$ cat src/sv/nec_ir_pkg.sv
package nec_ir_pkg;

   localparam int unsigned TICK_WIDTH   = 15;
   localparam int unsigned MARGIN_WIDTH = 9;
   localparam int unsigned INDEX_WIDTH  = 6;
   localparam int unsigned CODE_WIDTH   = 16;
   localparam int unsigned CSR_WIDTH    = 15;

   localparam logic [INDEX_WIDTH-1:0] INDEX_MAX      = 6'd63;
   localparam logic [INDEX_WIDTH-1:0] LAST_BIT_INDEX = 6'd32;
   localparam logic [INDEX_WIDTH-1:0] FRAME_SYMBOLS  = 6'd34;
   localparam logic [INDEX_WIDTH-1:0] REPEAT_SYMBOLS = 6'd2;

   localparam logic [MARGIN_WIDTH-1:0] MARGIN_RESET       = 9'd200;
   localparam logic [TICK_WIDTH-1:0]   LEADER_MARK_RESET  = 15'd9000;
   localparam logic [TICK_WIDTH-1:0]   LEADER_SPACE_RESET = 15'd4500;
   localparam logic [TICK_WIDTH-1:0]   REPEAT_SPACE_RESET = 15'd2250;
   localparam logic [TICK_WIDTH-1:0]   BIT_MARK_RESET     = 15'd560;
   localparam logic [TICK_WIDTH-1:0]   ZERO_SPACE_RESET   = 15'd560;
   localparam logic [TICK_WIDTH-1:0]   ONE_SPACE_RESET    = 15'd1690;

   typedef enum logic [2:0] {
      CSR_DECODE_MARGIN      = 3'd0,
      CSR_LEADER_MARK_TICKS  = 3'd1,
      CSR_LEADER_SPACE_TICKS = 3'd2,
      CSR_REPEAT_SPACE_TICKS = 3'd3,
      CSR_BIT_MARK_TICKS     = 3'd4,
      CSR_ZERO_SPACE_TICKS   = 3'd5,
      CSR_ONE_SPACE_TICKS    = 3'd6
   } csr_index_type;

   typedef enum logic [1:0] {
      FRAME_NEW_CODE       = 2'd0,
      FRAME_REPEAT         = 2'd1,
      FRAME_TIMING_ERROR   = 2'd2,
      FRAME_UNKNOWN_LENGTH = 2'd3
   } frame_status_type;

   typedef struct packed {
      logic [TICK_WIDTH-1:0] mark_ticks;
      logic [TICK_WIDTH-1:0] space_ticks;
      logic                  frame_end;
   } req_word_type;

   typedef struct packed {
      frame_status_type      frame_status;
      logic [CODE_WIDTH-1:0] code_address;
      logic [CODE_WIDTH-1:0] code_command;
   } rsp_word_type;

   // Strict window n - m < d < n + m. The lower bound is tested as d + m > n,
   // so a margin larger than the nominal value opens the window down to zero.
   function automatic logic in_window(input logic [TICK_WIDTH-1:0]   d,
                                      input logic [TICK_WIDTH-1:0]   n,
                                      input logic [MARGIN_WIDTH-1:0] m);
      logic [TICK_WIDTH:0] upper;
      logic [TICK_WIDTH:0] lifted;
      upper  = {1'b0, n} + {{(TICK_WIDTH+1-MARGIN_WIDTH){1'b0}}, m};
      lifted = {1'b0, d} + {{(TICK_WIDTH+1-MARGIN_WIDTH){1'b0}}, m};
      return ({1'b0, d} < upper) && (lifted > {1'b0, n});
   endfunction

endpackage

$ cat src/sv/nec_ir_frame_decoder_core.sv
// Decoder for NEC infrared remote frames, one pulse symbol per word.
// Request channel (req_*): each word carries the mark and space durations of
// one symbol and a flag on the last symbol of a frame. Response channel
// (rsp_*): one word per frame, sent for the symbol that carries frame_end,
// with the frame status and the decoded or saved address and command.
// A word accepted at a clock edge is held in the input register and decoded
// there; a frame-ending symbol loads the response register once no stalled
// response is pending. The block takes one word per cycle while req_stall
// is low; symbols that do not end a frame never wait on the response side.
// The window compares of one symbol are the whole path between the input
// register and the response register. Reset empties both registers, clears
// the frame state and saved code, and loads the default timing registers.
// When the receiver stalls, the response holds, and the block keeps taking
// words until a frame-ending symbol reaches the input register; req_stall
// then rises until the pending response is taken.
// The csr_* port writes a timing register at any edge with csr_write_enable
// high; the user must use it only while idle, as the block itself does not
// enforce this.
module nec_ir_frame_decoder_core (
   input  logic                                 clock,
   input  logic                                 reset,
   input  logic                                 req_valid,
   output logic                                 req_stall,
   input  nec_ir_pkg::req_word_type             req_data,
   output logic                                 rsp_valid,
   input  logic                                 rsp_stall,
   output nec_ir_pkg::rsp_word_type             rsp_data,
   input  logic                                 csr_write_enable,
   input  nec_ir_pkg::csr_index_type            csr_index,
   input  logic [nec_ir_pkg::CSR_WIDTH-1:0]     csr_wdata
);

   logic [nec_ir_pkg::MARGIN_WIDTH-1:0] margin_ff;
   logic [nec_ir_pkg::TICK_WIDTH-1:0]   leader_mark_ff;
   logic [nec_ir_pkg::TICK_WIDTH-1:0]   leader_space_ff;
   logic [nec_ir_pkg::TICK_WIDTH-1:0]   repeat_space_ff;
   logic [nec_ir_pkg::TICK_WIDTH-1:0]   bit_mark_ff;
   logic [nec_ir_pkg::TICK_WIDTH-1:0]   zero_space_ff;
   logic [nec_ir_pkg::TICK_WIDTH-1:0]   one_space_ff;

   logic                     hold_valid_ff, hold_valid_in;
   nec_ir_pkg::req_word_type hold_word_ff;

   logic [nec_ir_pkg::INDEX_WIDTH-1:0] symbol_index_ff, symbol_index_in;
   logic                               leader_good_ff, leader_good_in;
   logic                               repeat_good_ff, repeat_good_in;
   logic                               bits_good_ff, bits_good_in;
   logic [2*nec_ir_pkg::CODE_WIDTH-1:0] payload_shift_ff, payload_shift_in;
   logic [nec_ir_pkg::CODE_WIDTH-1:0]  saved_address_ff, saved_address_in;
   logic [nec_ir_pkg::CODE_WIDTH-1:0]  saved_command_ff, saved_command_in;

   logic                     rsp_valid_ff, rsp_valid_in;
   nec_ir_pkg::rsp_word_type rsp_word_ff, rsp_word_in;

   logic req_take;
   logic advance;
   logic out_free;
   logic mark_leader_ok;
   logic mark_bit_ok;
   logic one_ok;
   logic zero_ok;
   logic [nec_ir_pkg::INDEX_WIDTH-1:0] count;
   logic [4:0] bit_pos;

   assign out_free  = !rsp_valid_ff || !rsp_stall;
   assign advance   = hold_valid_ff && (!hold_word_ff.frame_end || out_free);
   assign req_stall = hold_valid_ff && !advance;
   assign req_take  = req_valid && !req_stall;

   assign rsp_valid = rsp_valid_ff;
   assign rsp_data  = rsp_word_ff;

   assign mark_leader_ok = nec_ir_pkg::in_window(hold_word_ff.mark_ticks, leader_mark_ff,
                                                 margin_ff);
   assign mark_bit_ok    = nec_ir_pkg::in_window(hold_word_ff.mark_ticks, bit_mark_ff,
                                                 margin_ff);
   assign one_ok         = nec_ir_pkg::in_window(hold_word_ff.space_ticks, one_space_ff,
                                                 margin_ff);
   assign zero_ok        = nec_ir_pkg::in_window(hold_word_ff.space_ticks, zero_space_ff,
                                                 margin_ff);
   assign bit_pos        = 5'(symbol_index_ff - 6'd1);
   assign count          = (symbol_index_ff < nec_ir_pkg::INDEX_MAX) ?
                           symbol_index_ff + 6'd1 : nec_ir_pkg::INDEX_MAX;

   assign hold_valid_in = req_take || (hold_valid_ff && !advance);

   always_comb begin
      logic leader_upd, repeat_upd, bits_upd;
      logic [2*nec_ir_pkg::CODE_WIDTH-1:0] shift_upd;

      leader_upd = leader_good_ff;
      repeat_upd = repeat_good_ff;
      bits_upd   = bits_good_ff;
      shift_upd  = payload_shift_ff;

      symbol_index_in  = symbol_index_ff;
      leader_good_in   = leader_good_ff;
      repeat_good_in   = repeat_good_ff;
      bits_good_in     = bits_good_ff;
      payload_shift_in = payload_shift_ff;
      saved_address_in = saved_address_ff;
      saved_command_in = saved_command_ff;
      rsp_word_in      = rsp_word_ff;
      rsp_valid_in     = rsp_valid_ff && rsp_stall;

      if (symbol_index_ff == '0) begin
         leader_upd = mark_leader_ok &&
                      nec_ir_pkg::in_window(hold_word_ff.space_ticks, leader_space_ff,
                                            margin_ff);
         repeat_upd = mark_leader_ok &&
                      nec_ir_pkg::in_window(hold_word_ff.space_ticks, repeat_space_ff,
                                            margin_ff);
      end else if (symbol_index_ff <= nec_ir_pkg::LAST_BIT_INDEX) begin
         // A bad symbol shifts in a zero and spoils the whole frame.
         shift_upd[bit_pos] = mark_bit_ok && one_ok;
         if (!(mark_bit_ok && (one_ok || zero_ok))) begin
            bits_upd = 1'b0;
         end
      end

      if (advance) begin
         if (!hold_word_ff.frame_end) begin
            symbol_index_in  = count;
            leader_good_in   = leader_upd;
            repeat_good_in   = repeat_upd;
            bits_good_in     = bits_upd;
            payload_shift_in = shift_upd;
         end else begin
            symbol_index_in  = '0;
            leader_good_in   = 1'b0;
            repeat_good_in   = 1'b0;
            bits_good_in     = 1'b1;
            payload_shift_in = '0;
            rsp_valid_in     = 1'b1;
            rsp_word_in.code_address = saved_address_ff;
            rsp_word_in.code_command = saved_command_ff;
            if (count == nec_ir_pkg::FRAME_SYMBOLS) begin
               if (leader_upd && bits_upd) begin
                  saved_address_in = shift_upd[nec_ir_pkg::CODE_WIDTH-1:0];
                  saved_command_in = shift_upd[2*nec_ir_pkg::CODE_WIDTH-1:
                                               nec_ir_pkg::CODE_WIDTH];
                  rsp_word_in.code_address = shift_upd[nec_ir_pkg::CODE_WIDTH-1:0];
                  rsp_word_in.code_command = shift_upd[2*nec_ir_pkg::CODE_WIDTH-1:
                                                       nec_ir_pkg::CODE_WIDTH];
                  rsp_word_in.frame_status = nec_ir_pkg::FRAME_NEW_CODE;
               end else begin
                  rsp_word_in.frame_status = nec_ir_pkg::FRAME_TIMING_ERROR;
               end
            end else if (count == nec_ir_pkg::REPEAT_SYMBOLS) begin
               rsp_word_in.frame_status = repeat_upd ? nec_ir_pkg::FRAME_REPEAT :
                                                       nec_ir_pkg::FRAME_TIMING_ERROR;
            end else begin
               rsp_word_in.frame_status = nec_ir_pkg::FRAME_UNKNOWN_LENGTH;
            end
         end
      end
   end

   always_ff @(posedge clock) begin
      if (reset) begin
         margin_ff       <= nec_ir_pkg::MARGIN_RESET;
         leader_mark_ff  <= nec_ir_pkg::LEADER_MARK_RESET;
         leader_space_ff <= nec_ir_pkg::LEADER_SPACE_RESET;
         repeat_space_ff <= nec_ir_pkg::REPEAT_SPACE_RESET;
         bit_mark_ff     <= nec_ir_pkg::BIT_MARK_RESET;
         zero_space_ff   <= nec_ir_pkg::ZERO_SPACE_RESET;
         one_space_ff    <= nec_ir_pkg::ONE_SPACE_RESET;
      end else if (csr_write_enable) begin
         unique case (csr_index)
            nec_ir_pkg::CSR_DECODE_MARGIN: begin
               margin_ff <= csr_wdata[nec_ir_pkg::MARGIN_WIDTH-1:0];
            end
            nec_ir_pkg::CSR_LEADER_MARK_TICKS:  leader_mark_ff  <= csr_wdata;
            nec_ir_pkg::CSR_LEADER_SPACE_TICKS: leader_space_ff <= csr_wdata;
            nec_ir_pkg::CSR_REPEAT_SPACE_TICKS: repeat_space_ff <= csr_wdata;
            nec_ir_pkg::CSR_BIT_MARK_TICKS:     bit_mark_ff     <= csr_wdata;
            nec_ir_pkg::CSR_ZERO_SPACE_TICKS:   zero_space_ff   <= csr_wdata;
            nec_ir_pkg::CSR_ONE_SPACE_TICKS:    one_space_ff    <= csr_wdata;
            default: begin
            end
         endcase
      end
   end

   always_ff @(posedge clock) begin
      if (reset) begin
         hold_valid_ff    <= 1'b0;
         rsp_valid_ff     <= 1'b0;
         symbol_index_ff  <= '0;
         leader_good_ff   <= 1'b0;
         repeat_good_ff   <= 1'b0;
         bits_good_ff     <= 1'b1;
         payload_shift_ff <= '0;
         saved_address_ff <= '0;
         saved_command_ff <= '0;
      end else begin
         hold_valid_ff    <= hold_valid_in;
         rsp_valid_ff     <= rsp_valid_in;
         symbol_index_ff  <= symbol_index_in;
         leader_good_ff   <= leader_good_in;
         repeat_good_ff   <= repeat_good_in;
         bits_good_ff     <= bits_good_in;
         payload_shift_ff <= payload_shift_in;
         saved_address_ff <= saved_address_in;
         saved_command_ff <= saved_command_in;
      end
   end

   always_ff @(posedge clock) begin
      if (req_take) begin
         hold_word_ff <= req_data;
      end
      rsp_word_ff <= rsp_word_in;
   end

endmodule

$ cat config.mk
export PLATFORM = sky130hd
export DESIGN_NAME = nec_ir_frame_decoder_core
export DESIGN_NICKNAME = d
export VERILOG_FILES = /design/src/sv/nec_ir_pkg.sv /design/src/sv/nec_ir_frame_decoder_core.sv
export SDC_FILE = /design/constraint.sdc
export NUM_CORES = 1
export LEC_CHECK = 0
export BUFFER_PORTS_ARGS = -buffer_cell sky130_fd_sc_hd__buf_2
export CAP_MARGIN = 20
export CORE_MARGIN = 8
export CORE_UTILIZATION = 60
export CTS_CLUSTER_SIZE = 24
export DETAILED_ROUTE_END_ITERATION = 12
export GPL_ROUTABILITY_DRIVEN = 0
export GPL_TIMING_DRIVEN = 0
export HOLD_SLACK_MARGIN = 0.06
export PLACE_DENSITY = 0.79
export SLEW_MARGIN = 20
export SYNTH_ARGS = -nofsm -noshare
export SYNTH_HDL_FRONTEND = slang
export SYNTH_SLANG_ARGS = --single-unit
$ cat constraint.sdc
create_clock -name clock -period 12.4 [get_ports clock]
set_input_delay 0.62 -clock clock [delete_from_list [all_inputs] [get_ports clock]]
set_output_delay 0.62 -clock clock [all_outputs]
set_load 0.1 [all_outputs]
==> flow_metrics.env <==
export IMPL_dp_hpwl_mm=37.9
export IMPL_tightest_slew_ps=1010
export IMPL_core_area_um2=28700
export IMPL_clk_pin_slew_ps=60
export IMPL_pre_cts_ws_ps=5110
export IMPL_final_cell_mix="ha_1 (252), nand2_1 (222), dfxtp_1 (174), a21oi_1 (167), nor2_1 (155)"
export IMPL_fp_dieH_um=187
export IMPL_slew_viol_final=0
export IMPL_drc_errors=0
export IMPL_die_area_um2=34900
export IMPL_drtIter0Drc=1290
export IMPL_swShare_pct=28.6
export IMPL_synth_distinct_cells=70
export IMPL_vias=15400
export IMPL_num_rows=62
export IMPL_overflow=0
export IMPL_synth_edff_count=65
export IMPL_cp_max_fo=13
export IMPL_start_kind="flip-flop"
export IMPL_drv_cap=0
export IMPL_setup_viol=0
export IMPL_yosys_top_cells_area="dfxtp_1 (20%), ha_1 (18%), edfxtp_1 (11%), a21oi_1 (4.8%), nand2_1 (4.8%)"
export IMPL_avgViaCountPerCell=6.11
export IMPL_holdCritPathClass="in2reg"
export IMPL_die_w_um=187
export IMPL_antenna_left=0
export IMPL_synth_top_cell_area_share_pct=19.9
export IMPL_ys_flop_type="dfxtp_1"
export IMPL_fin_crit_sh_pct=60.1
export IMPL_fmax_mhz=134
export IMPL_cts_sinks=239
export IMPL_tns_ps=0
export IMPL_wire_per_inst_um=19.4
export IMPL_grt_pass1_wl_mm=77.2
export IMPL_clockBufferDepth=3
export IMPL_fin_nets=2425
export IMPL_ys_seq_elements=239
export IMPL_grt_max_degree=36
export IMPL_dr_pass1_iters=5
export IMPL_ys_warn_count=0
export IMPL_area_growth_pct=10.6
export IMPL_initial_utilization_pct=61.0
export IMPL_p_clk_share_pct=40.9
export IMPL_synthArstFlopShare_pct=0
export IMPL_drive_above_1_share_pct=10.2
export IMPL_postSynthCellCount=1994
export IMPL_track_usage_pct=26.9
export IMPL_vdd_ir_drop_max_mv=0.115
export IMPL_cp_end_kind="flip-flop"
export IMPL_syn_area_per_cell_um2=8.78
export IMPL_antenna_found_initial=2
export IMPL_intPower_w=0.00141
export IMPL_grt_setup_unrepaired="no"
export IMPL_fin_skew_ps=16.4
export IMPL_power_density_nw_per_um2=102
export IMPL_clk_latency_ps=560
export IMPL_cts_resized=0
export IMPL_cts_root_buffer="clkbuf_16"
export IMPL_worstPathRequired_ps=12690
export IMPL_cts_tree="done"
export IMPL_synthesis_nets=2308
export IMPL_ios=90
export IMPL_fin_crit_ps=7450
export IMPL_status="finished clean"
export IMPL_synth_seq_area_share_pct=31.0
export IMPL_utilization_pct=67.5
export IMPL_fin_ws_ps=4950
export IMPL_seqPwrFrac_pct=42.5
export IMPL_power_switching_w=0.000566
export IMPL_arrival_ps=7740
export IMPL_h_tree_depth=1
export IMPL_finalHoldViolations=0
export IMPL_pwr_share_comb_pct=16.6
export IMPL_syn_area_um2=17500
export IMPL_post_cts_buffers=0
export IMPL_cellLeakagePower_nw=8.20
export IMPL_critical_path_class="reg2reg"
export IMPL_wl_mm=48.7
export IMPL_yosys_area_top_type="dfxtp_1"
export IMPL_hold_buffers=0
export IMPL_final_common_cell="ha_1"
export IMPL_maxSlewHeadroom_pct=32.2
export IMPL_io_buffers=86
export IMPL_grt_pass1_vias=15300
export IMPL_cts_made_buffers=28
==> sequential cells by signal (all words and copies together), names as in the netlist, 16 cells and up <==
name,flops
hold_word_ff,31
payload_shift_ff,32
rsp_data,34
saved_address_ff,16
saved_command_ff,16
==> through the flow <==
step | instance area [um^2] | std cells | hold slack [ps] | total power (W)
final | 19400 | 2518 | 234 | 0.00198
after global routing | 19400 | 2518 | 221 | 0.00206
after CTS | 19400 | 2516 | 213 | 0.00198
after detailed placement | 18500 | 2465 | 464 | 0.00118
after global placement | 18400 | 2464 | 440 | 0.00116
after floorplan | 17500 | 1994 | 432 | 0.00108
==> critical path, stage by stage, from the launching register on <==
cell and delay, ps:
dfxtp_1 860, inv_1 470, fa_1 570, nor2b_1 110, o21ai_0 100, a21boi_0 290
o21ai_0 160, a21boi_0 260, o21ai_0 200, a21boi_0 430, o2111ai_1 180, xnor2_1 590
ha_1 250, nand3_1 130, nor3_1 440, a21boi_0 460, o31a_1 220, o22a_1 170
o211ai_1 170, a2111o_1 460, buf_6 160, buf_6 170, mux2_4 310
==> Yosys cell counts (all sizes together), types with 37 or more instances <==
cell and n:
xnor2 72, a21oi 167, nor2 157, mux2 64
nand2b 83, clkbuf 50, a21o 37, nand2 223
a22oi 37, ha 252, dfxtp 174, edfxtp 65
o21ai 75, nand3 53, inv 145
==> cell families after synthesis <==
| logic type | synth area share (%) |
|---|---|
| simple gates | 17.9 |
| compound gates | 16.1 |
| flops | 31.0 |
| mux | 6.56 |
| xor+xnor | 4.60 |
| buf+inv | 4.91 |
| fa+ha+maj | 18.9 |
==> routing by layer <==
metal  global-route usage (%)  share of wire [%]  vias to the layer above
met5                        0                  0                        -
met4                     10.3                3.5                        0
met3                     3.17                6.6                      108
met2                     45.6                 47                      563
met1                     34.6                 43                     7400
li1                         -                  -                     7325
==> path summary, 6_finish.rpt <==
check	from	end	slack (ps)	cells after the start
worst min-delay path	req_data[21]	hold_word_ff[21]$_DFFE_PP_	230	1
worst max-delay path	margin_ff[1]$_SDFFE_PP0P_	rsp_data[13]$_DFFE_PP_	4950	22
worst min register to register	leader_good_ff$_SDFFE_PP0P_	leader_good_ff$_SDFFE_PP0P_	480	2
worst max register to register	margin_ff[1]$_SDFFE_PP0P_	rsp_data[13]$_DFFE_PP_	4950	22
==> layout make-up <==
cell class | instances | area, um^2
plain buffers | 61 | 315
multi-input cells | 1549 | 11200
diodes | 2 | 5.00
flip-flops and latches | 239 | 5440
clock buffers | 38 | 790
inverters | 145 | 544
repair buffers | 87 | 458
clock inverters | 13 | 110
well taps | 384 | 480
fillers | 2314 | 9330
==> power groups by stage <==
stage	logic [W]	registers (W)	clock network [W]
after floorplan	0.000225	0.000851	0
after global placement	0.000304	0.000857	0
after detailed placement	0.000322	0.000857	0
after CTS	0.000324	0.000840	0.000819
after global routing	0.000367	0.000842	0.000846
final	0.000329	0.000841	0.000811
(Power assumes the default switching activity.)
